**src/rtl/core/priority_ready_queue_assert.svh**
```systemverilog
// Assertion macros used by the priority ready queue top level.
// Depends on nothing; expects clk and rst in the scope of each use.
`ifndef PRIORITY_READY_QUEUE_ASSERT_SVH
`define PRIORITY_READY_QUEUE_ASSERT_SVH

// Same-cycle implication, checked outside reset.
`define PRQ_ASSERT_IMP(label, ante, cons) \
  label: assert property (@(posedge clk) disable iff (rst) (ante) |-> (cons)) \
    else $error("%m: assertion failed");

// Next-cycle implication, checked outside reset.
`define PRQ_ASSERT_NXT(label, ante, cons) \
  label: assert property (@(posedge clk) disable iff (rst) (ante) |=> (cons)) \
    else $error("%m: assertion failed");

`endif

```
**src/rtl/core/prq_pkg.sv**
```systemverilog
// Types and constants of the priority ready queue.
// Used by prq_cell and priority_ready_queue; depends on nothing.
package prq_pkg;

  localparam int QUEUE_DEPTH = 16;
  localparam int IDX_W       = $clog2(QUEUE_DEPTH);
  localparam int PID_W       = 16;
  localparam int PRIO_W      = 8;

  typedef enum logic [0:0] {
    OP_ADD   = 1'b0,
    OP_SCHED = 1'b1
  } opcode_t;

  typedef enum logic [1:0] {
    ST_SWITCHED = 2'd0,
    ST_EMPTY    = 2'd1,
    ST_ADDED    = 2'd2,
    ST_FULL     = 2'd3
  } status_t;

  typedef enum logic [1:0] {
    S_IDLE,
    S_SCAN,
    S_FINISH
  } state_t;

  typedef struct packed {
    logic [PID_W-1:0]  pid;
    logic [PRIO_W-1:0] prio;
  } entry_t;

  // Running minimum handed from cell to cell.
  typedef struct packed {
    logic              found;
    logic [IDX_W-1:0]  idx;
    entry_t            entry;
  } wave_t;

  // Commands broadcast to every cell.
  typedef struct packed {
    logic              add;
    logic              remove;
    logic [IDX_W-1:0]  sel_idx;
    entry_t            new_entry;
  } cell_ctl_t;

endpackage

```
**src/rtl/core/prq_cell.sv**
```systemverilog
// One slot of the ready queue: entry, valid bit and one stage of the min wave.
// Depends on prq_pkg.
module prq_cell
  import prq_pkg::*;
(
  input  logic             clk,
  input  logic             rst,
  input  cell_ctl_t        ctl,
  input  logic [IDX_W-1:0] cell_idx,
  input  logic             prev_valid,
  input  logic             next_valid,
  input  entry_t           next_entry,
  input  wave_t            wave_in,
  output logic             valid,
  output entry_t           entry,
  output wave_t            wave_out
);

  logic   shift;
  logic   write;
  logic   take;
  wave_t  wave_next;

  // Close the gap left by the removed entry; fill the first free slot.
  assign shift = ctl.remove && (cell_idx >= ctl.sel_idx);
  assign write = ctl.add && !valid && prev_valid;

  // Strictly smaller only, so the older entry keeps a tie.
  assign take = valid && (!wave_in.found || (entry.prio < wave_in.entry.prio));

  always_comb begin
    wave_next = wave_in;
    if (take) begin
      wave_next.found = 1'b1;
      wave_next.idx   = cell_idx;
      wave_next.entry = entry;
    end
  end

  always_ff @(posedge clk) begin
    if (rst) begin
      valid <= 1'b0;
    end else if (shift) begin
      valid <= next_valid;
    end else if (write) begin
      valid <= 1'b1;
    end
  end

  always_ff @(posedge clk) begin
    if (shift) begin
      entry <= next_entry;
    end else if (write) begin
      entry <= ctl.new_entry;
    end
  end

  always_ff @(posedge clk) begin
    if (rst) begin
      wave_out.found <= 1'b0;
    end else begin
      wave_out.found <= wave_next.found;
    end
    wave_out.idx   <= wave_next.idx;
    wave_out.entry <= wave_next.entry;
  end

endmodule

```
**src/rtl/core/priority_ready_queue.sv**
```systemverilog
// Top level of the priority ready queue: handshake, sequencer, row of cells.
// Depends on prq_pkg, prq_cell and priority_ready_queue_assert.svh.
//
// Usage: each transaction on the s_axis side is one command. s_axis_tuser
// selects add (0) or schedule (1); s_axis_tdata carries the process id and
// priority of an add. Each command yields exactly one transaction on the
// m_axis side: m_axis_tuser holds the status, m_axis_tdata the removed entry
// (zero unless the status is "switched").
// Sequence: an add goes from acceptance straight to the finish step; a
// schedule first passes the scan step, in which the running minimum walks
// the row of cells, one cell per cycle. The finish step commits the command
// and loads its result into the output register. One command is in flight
// at a time: no new command is taken until the last one is committed, but
// one is taken while an earlier result still waits in the output register.
// Reset empties the queue at once (valid bits clear); slot contents are left.
// When the receiver stalls, the finished command holds in the finish step
// and the queue is only updated once its result can be loaded.
`include "priority_ready_queue_assert.svh"

module priority_ready_queue
  import prq_pkg::*;
(
  input  logic        clk,
  input  logic        rst,
  input  logic        s_axis_tvalid,
  output logic        s_axis_tready,
  input  logic [23:0] s_axis_tdata,   // [15:0] new_pid, [23:16] new_priority
  input  logic [0:0]  s_axis_tuser,   // [0] opcode
  output logic        m_axis_tvalid,
  input  logic        m_axis_tready,
  output logic [23:0] m_axis_tdata,   // [15:0] chosen_pid, [23:16] chosen_priority
  output logic [1:0]  m_axis_tuser    // [1:0] status
);

  state_t           state;
  state_t           state_next;
  logic [IDX_W-1:0] scan_cnt;
  opcode_t          hold_op;
  entry_t           hold_entry;
  logic             out_free;
  logic             finish;
  cell_ctl_t        ctl;
  logic [QUEUE_DEPTH-1:0] valid_vec;
  entry_t           entry_arr [QUEUE_DEPTH];
  wave_t            wave_arr  [QUEUE_DEPTH];
  wave_t            wave_last;
  status_t          res_status;
  entry_t           res_entry;

  assign out_free  = !m_axis_tvalid || m_axis_tready;
  assign wave_last = wave_arr[QUEUE_DEPTH-1];
  assign s_axis_tready = (state == S_IDLE);

  // Sequencer: accept, walk the wave for a schedule, then commit and report.
  always_ff @(posedge clk) begin
    if (rst) begin
      state <= S_IDLE;
    end else begin
      state <= state_next;
    end
  end

  always_comb begin
    state_next = state;
    finish     = 1'b0;
    unique case (state)
      S_IDLE: begin
        if (s_axis_tvalid) begin
          state_next = (opcode_t'(s_axis_tuser[0]) == OP_SCHED) ? S_SCAN : S_FINISH;
        end
      end
      S_SCAN: begin
        if (scan_cnt == IDX_W'(QUEUE_DEPTH - 1)) begin
          state_next = S_FINISH;
        end
      end
      S_FINISH: begin
        if (out_free) begin
          finish     = 1'b1;
          state_next = S_IDLE;
        end
      end
      default: begin
        state_next = S_IDLE;
      end
    endcase
  end

  // Count the cycles the wave needs to cross the whole row.
  always_ff @(posedge clk) begin
    if (rst) begin
      scan_cnt <= '0;
    end else if (state == S_SCAN) begin
      scan_cnt <= scan_cnt + 1'b1;
    end else begin
      scan_cnt <= '0;
    end
  end

  // Hold the accepted command until it is committed.
  always_ff @(posedge clk) begin
    if (s_axis_tvalid && s_axis_tready) begin
      hold_op         <= opcode_t'(s_axis_tuser[0]);
      hold_entry.pid  <= s_axis_tdata[15:0];
      hold_entry.prio <= s_axis_tdata[23:16];
    end
  end

  assign ctl.add       = finish && (hold_op == OP_ADD);
  assign ctl.remove    = finish && (hold_op == OP_SCHED) && valid_vec[0];
  assign ctl.sel_idx   = wave_last.idx;
  assign ctl.new_entry = hold_entry;

  // Row of cells, oldest entry in cell 0.
  for (genvar i = 0; i < QUEUE_DEPTH; i++) begin : g_cell
    logic   prev_valid;
    logic   next_valid;
    entry_t next_entry;
    wave_t  wave_in;

    if (i == 0) begin : g_first
      assign prev_valid = 1'b1;
      assign wave_in    = '0;
    end else begin : g_inner
      assign prev_valid = valid_vec[i-1];
      assign wave_in    = wave_arr[i-1];
    end

    if (i == QUEUE_DEPTH - 1) begin : g_last
      assign next_valid = 1'b0;
      assign next_entry = '0;
    end else begin : g_body
      assign next_valid = valid_vec[i+1];
      assign next_entry = entry_arr[i+1];
    end

    prq_cell u_cell (
      .clk        (clk),
      .rst        (rst),
      .ctl        (ctl),
      .cell_idx   (IDX_W'(i)),
      .prev_valid (prev_valid),
      .next_valid (next_valid),
      .next_entry (next_entry),
      .wave_in    (wave_in),
      .valid      (valid_vec[i]),
      .entry      (entry_arr[i]),
      .wave_out   (wave_arr[i])
    );
  end

  // Result of the command being committed.
  always_comb begin
    res_entry = '0;
    if (hold_op == OP_ADD) begin
      res_status = valid_vec[QUEUE_DEPTH-1] ? ST_FULL : ST_ADDED;
    end else if (valid_vec[0]) begin
      res_status = ST_SWITCHED;
      res_entry  = wave_last.entry;
    end else begin
      res_status = ST_EMPTY;
    end
  end

  // Output register: load on commit, drop once taken.
  always_ff @(posedge clk) begin
    if (rst) begin
      m_axis_tvalid <= 1'b0;
    end else if (finish) begin
      m_axis_tvalid <= 1'b1;
    end else if (m_axis_tready) begin
      m_axis_tvalid <= 1'b0;
    end
  end

  always_ff @(posedge clk) begin
    if (finish) begin
      m_axis_tuser <= res_status;
      m_axis_tdata <= {res_entry.prio, res_entry.pid};
    end
  end

  // Valid slots always form a prefix of the row.
  `PRQ_ASSERT_IMP(a_valid_prefix, 1'b1,
    ((valid_vec & (valid_vec + 1'b1)) == '0))
  // A non-empty schedule always finds an entry.
  `PRQ_ASSERT_IMP(a_wave_found,
    (state == S_FINISH) && (hold_op == OP_SCHED) && valid_vec[0], wave_last.found)
  // Only a switch carries an entry.
  `PRQ_ASSERT_IMP(a_zero_payload,
    m_axis_tvalid && (m_axis_tuser != ST_SWITCHED), (m_axis_tdata == '0))
  // A committed removal shrinks the queue by exactly one entry.
  `PRQ_ASSERT_NXT(a_remove_shrinks,
    ctl.remove, ($countones(valid_vec) == $countones($past(valid_vec)) - 1))

endmodule
```
**config.mk**
```make
export PLATFORM = sky130hd
export DESIGN_NAME = priority_ready_queue
export DESIGN_NICKNAME = d
export VERILOG_FILES = /design/src/rtl/core/prq_pkg.sv /design/src/rtl/core/prq_cell.sv /design/src/rtl/core/priority_ready_queue.sv
export VERILOG_INCLUDE_DIRS = /design/src /design/src/rtl/core
export SDC_FILE = /design/constraint.sdc
export NUM_CORES = 1
export LEC_CHECK = 0
export ABC_AREA = 1
export BUFFER_PORTS_ARGS = -buffer_cell sky130_fd_sc_hd__buf_2
export CELL_PAD_IN_SITES_DETAIL_PLACEMENT = 1
export CELL_PAD_IN_SITES_GLOBAL_PLACEMENT = 2
export CORE_ASPECT_RATIO = 0.8
export CORE_MARGIN = 4
export CORE_UTILIZATION = 35
export CTS_BUF_LIST = sky130_fd_sc_hd__clkbuf_8 sky130_fd_sc_hd__clkbuf_16
export CTS_CLUSTER_DIAMETER = 50
export DETAILED_ROUTE_END_ITERATION = 10
export PLACE_DENSITY = 0.76
export SLEW_MARGIN = 40
export SYNTH_ARGS = -nofsm -noshare
export SYNTH_HDL_FRONTEND = slang
export SYNTH_HIERARCHICAL = 1
export SYNTH_SLANG_ARGS = --single-unit
export TNS_END_PERCENT = 1
```
**constraint.sdc**
```tcl
create_clock -name clk -period 4.2 [get_ports clk]
set_clock_uncertainty 0.05 [all_clocks]
set_input_delay 0.21 -clock clk [delete_from_list [all_inputs] [get_ports clk]]
set_output_delay 0.21 -clock clk [all_outputs]
set_load 0.005 [all_outputs]
```
Word level (Yosys, flattened, before mapping). Index checks and enable logic that the tools add are counted.

Register bits after elaboration: 921. Bits of input ports: 29. Output and inout bits: 28. Word-level logic and storage cells: 382.

Add/subtract/negate cells: 1. $lt $le $gt $ge: 31. Equal/unequal tests: 6. Muxes and demuxes: 88. Bitwise operators: 2. Reductions and logical operators: 135.

Operators with widths (count): $mux 24 (31); $mux 29 (15); $lt 8x8->1 (15); $logic_and 1x1->1 (66); $mux 1 (36); $ge 4x4->1 const A (8); $logic_not 1->1 (32); $reduce_bool 2->1 (16); $ge 3x4->1 const A (4); $logic_or 1x1->1 (16); $mux 2 (5); $ge 1x4->1 const A (2); $ge 2x4->1 const A (2); $ne 2x2->1 const B (3); $pmux 2 s3 (1); $add 4x1->4 const B (1); $eq 4x4->1 const B (1); $reduce_or 2->1 (2); $reduce_and 3->1 (1); $eq 2x1->1 const B (1); $eq 2x2->1 const B (1); $logic_not 2->1 (1); $not 1->1 (2); $reduce_and 2->1 (1).

Logic depth before layout (Yosys ltp).
Depth after elaboration: 9. Mapped depth: 13.

Cells and area by module. The synthesis kept the hierarchy.

Modules (own cells, without submodules): prq_cell at g_cell[0].u_cell ... (times used 15, cells each 283, area an instance 2477.4 um^2, sequential area each 1321.3 um^2); prq_cell at g_cell[12].u_cell (times used 1, cells each 285, area an instance 2497.4 um^2, sequential area each 1321.3 um^2); priority_ready_queue (times used 1, cells each 153, area an instance 2069.5 um^2, sequential area each 1671.6 um^2).

Least setup slack after synthesis. OpenSTA, ideal clock, no wires.

Kind: register to register. From: register state[1]. To: register g_cell[12].u_cell/entry[0] (netlist bit) (enable). Library setup time: 0.382 ns. Data arrival time: 2.874 ns. Setup slack: 0.895 ns. Cell stages (with the launch flop): 10. Buffers on the path: 1. Clock period less this slack: 3.305 ns. Path through: dfxtp_1 -> inv_1 -> nor2_2 -> inv_1 -> nor2_2 -> inv_2 -> nor2_1 -> buf_1 -> nand2_2 -> nand2_1.

RTL lines: start: declaration (line priority_ready_queue.sv:35) `state_t state;`; start signal: assignment (line priority_ready_queue.sv:59) `state <= state_next;`; end signal: assignment (line prq_cell.sv:52) `entry <= next_entry;`; end signal: assignment (line prq_cell.sv:54) `entry <= ctl.new_entry;`; end: declaration (line prq_cell.sv:15) `output entry_t entry,`.

Worst setup path after layout.
From: register g_cell[15].u_cell/wave_out[27] (netlist bit). To: register g_cell[9].u_cell/entry[5] (netlist bit) (enable).

Word-level cells in the longest chain between the ends: 3.

RTL lines: start: declaration (line prq_cell.sv:16) `output wave_t wave_out`; $ge 4x4->1 (line prq_cell.sv:25) `assign shift = ctl.remove && (cell_idx >= ctl.sel_idx);`; $logic_and 1x1->1 (line prq_cell.sv:25); $reduce_bool 2->1 (no source line); end signal: assignment (line prq_cell.sv:52); end signal: assignment (line prq_cell.sv:54); end: declaration (line prq_cell.sv:15).

Every way passes these cells. A chain may end at the register's enable or synchronous reset.

==> results by group <==
Route
  • 1st-pass router iterations: 5
  • DR vias: 31.8k
  • First-iteration detailed-routing DRC count: 2355
  • ANT nets after route: 0
  • Post-DR wirelength/cell: 19.9 µm
  • Drt via density: 4.85
  • DRT Wirelength: 131000 µm
  • Post-route DRC: 0

Global routing
  • Pin count of the biggest net entering global routing: 74
  • Vias in the first global route: 31.4k
  • Overflow after GRT: 0
  • GR Util All Layers: 20.8%
  • First-pass GRT wire length: 201000 µm
  • Initial antenna violation count: 1

Power and ir drop
  • Peak VDD IR: 278 µV
  • Pwr dens: 458 mW/mm²
  • Tot Pwr: 21700 µW
  • LEAKAGE: 0.0225 µW

Finish
  • Layout cell share with drive strength beyond 1: 9.81%
  • Synth-to-layout area growth: 13.9%
  • Commonest cells after routing, fill and taps aside: nand2_1 (1863), nand3_1 (801), dfxtp_1 (484)
  • Final instance area: 0.0475 mm²
  • Finished Layout Cells: 6558
  • Filler cells: 13.8k
  • Nets@finish: 5127
  • Commonest non-fill, non-tap cell in the layout: nand2_1

Setup path
  • Worst path buffer plus inverter count: 3
  • Delay of the slowest cell on the worst path: 0.75 ns
  • Slowest CP cell: dfxtp_1
  • Cell repeated most along the worst path: buf_4
  • Arrival @ worst endpoint: 3.62 ns
  • Startpoint Class: register
  • CP cell instances: inv_1 > ha_1 > nand4_1 > nand3_2 > buf_4 > nand2_2 > nand2_1 > buf_4
  • Critical path type: reg -> reg
  • Crit. End Element: register
  • Required time of the critical path: 4.54 ns
  • CP top delay family: simple AND/OR/NAND/NOR gates
  • Maximum fanout along the worst path: 26

STA
  • Setup TNS: 0 ns
  • RSZ-0062 raised after global routing: false
  • Relative slew margins: 45.9%
  • Worst-Margin Slew: 0.811 ns
  • Hold Vio Cnt, Final: 0
  • Count of pins over their slew limit: 0
  • Min Tclk post-route: 3.28 ns
  • Endpoints failing setup: 0
  • Fmax: 305 MHz
  • Final period util: 78.1%

Place
  • IO Port Bufs: 56
  • Hpwl dp: 86700 µm
  • DP Area: 0.0434 mm²
  • GPL Wtd Cong: 0.780
  • Placed cell count: 6320

Floorplan
  • Die Y: 317 µm
  • Die area: 0.125 mm²
  • FP Rows: 112
  • Die width: 394 µm
  • # IOs: 57
  • Core area: 0.117 mm²
  • Starting density of the core: 35.5%

Synthesis
  • Syn_area_per_cell: 8.91 µm²
  • Mapped Cells: 4680
  • Synthesized area: 0.0417 mm²
  • Synth warnings: 6

Clocking
  • Post-CTS Setup Bufs: 0
  • Root buffer cell: clkbuf_16
  • Sink Count: 921
  • Worst skew pair latency: 0.72 ns
  • CTS tree: built
  • Reg clk slew, reported paths: 0.06 ns
  • Maximum buffer depth of the clock tree: 3
  • Num CTS Buffers: 109
  • H-tree depth: 3
  • CTS resizes: 0

Run status
  • Status: finished, final reports clean

Worst hold path
  • Worst Hold Class: in -> reg

Run
  • Max-cap violations: 0
## metrics by stage
stage / utilization, % / setup slack [ns] / hold slack, ns
6_report: 40.4 / 0.922 / 0.181
5_1_grt: 40.4 / 0.637 / 0.140
2_1_floorplan: - / 0.895 / 0.232
4_1_cts: 40.4 / 0.899 / 0.109
3_3_place_gp: 37.0 / 0.933 / 0.339
3_5_place_dp: 37.0 / 0.910 / 0.346
## registers in the layout (all words and copies together) (netlist names)
register and cells:
g_cell.u_cell/wave_out 463, m_axis_tdata 24, hold_op 1, m_axis_tuser 2, ctl 24, g_cell.u_cell/valid 16, state 2, scan_cnt 4
m_axis_tvalid 1, g_cell.u_cell/entry 384
## routing by layer
metal  GRT usage [%]  part of all wire [%]
met5               0                     0
met4            4.58                   1.9
met3            3.37                   5.7
met2            28.4                    39
met1            33.8                    54
## report_power, final
part / total (µW) / leakage, µW / switching (µW) / internal, µW
logic: 1930 / 0.0126 / 1330 / 600
registers: 10100 / 0.00802 / 234 / 9850
clock network: 9720 / 0.00194 / 3940 / 5780
## final timing paths
| path | from | end | depth (start not counted) | slack (ns) |
|---|---|---|---|---|
| hold / removal | s_axis_tdata[0] | ctl[8] | 2 | 0.18 |
| setup / recovery | g_cell[15].u_cell/wave_out[27] | g_cell[9].u_cell/entry[5] | 8 | 0.92 |
| hold reg to reg | g_cell[13].u_cell/wave_out[20] | g_cell[14].u_cell/wave_out[20] | 2 | 0.36 |
| setup reg to reg | g_cell[15].u_cell/wave_out[27] | g_cell[9].u_cell/entry[5] | 8 | 0.92 |
## what timing repair did
item                                   CTS  global route
hold buffers                            29             0
endpoints found under the hold margin   30             0
setup endpoints to repair                0             0
## final cells by class
type | count | area (µm²) | area share [%]
tap | 1539 | 1930 | 4.05
sequential | 921 | 22800 | 48.0
multi-input combinational | 3416 | 16600 | 34.9
antenna | 2 | 5.00 | 0.0105
timing repair buffer | 182 | 1340 | 2.81
clock inverter | 74 | 688 | 1.45
clock buffer | 133 | 3080 | 6.49
inverter | 291 | 1090 | 2.30
Power figures use the tool's default switching activity.
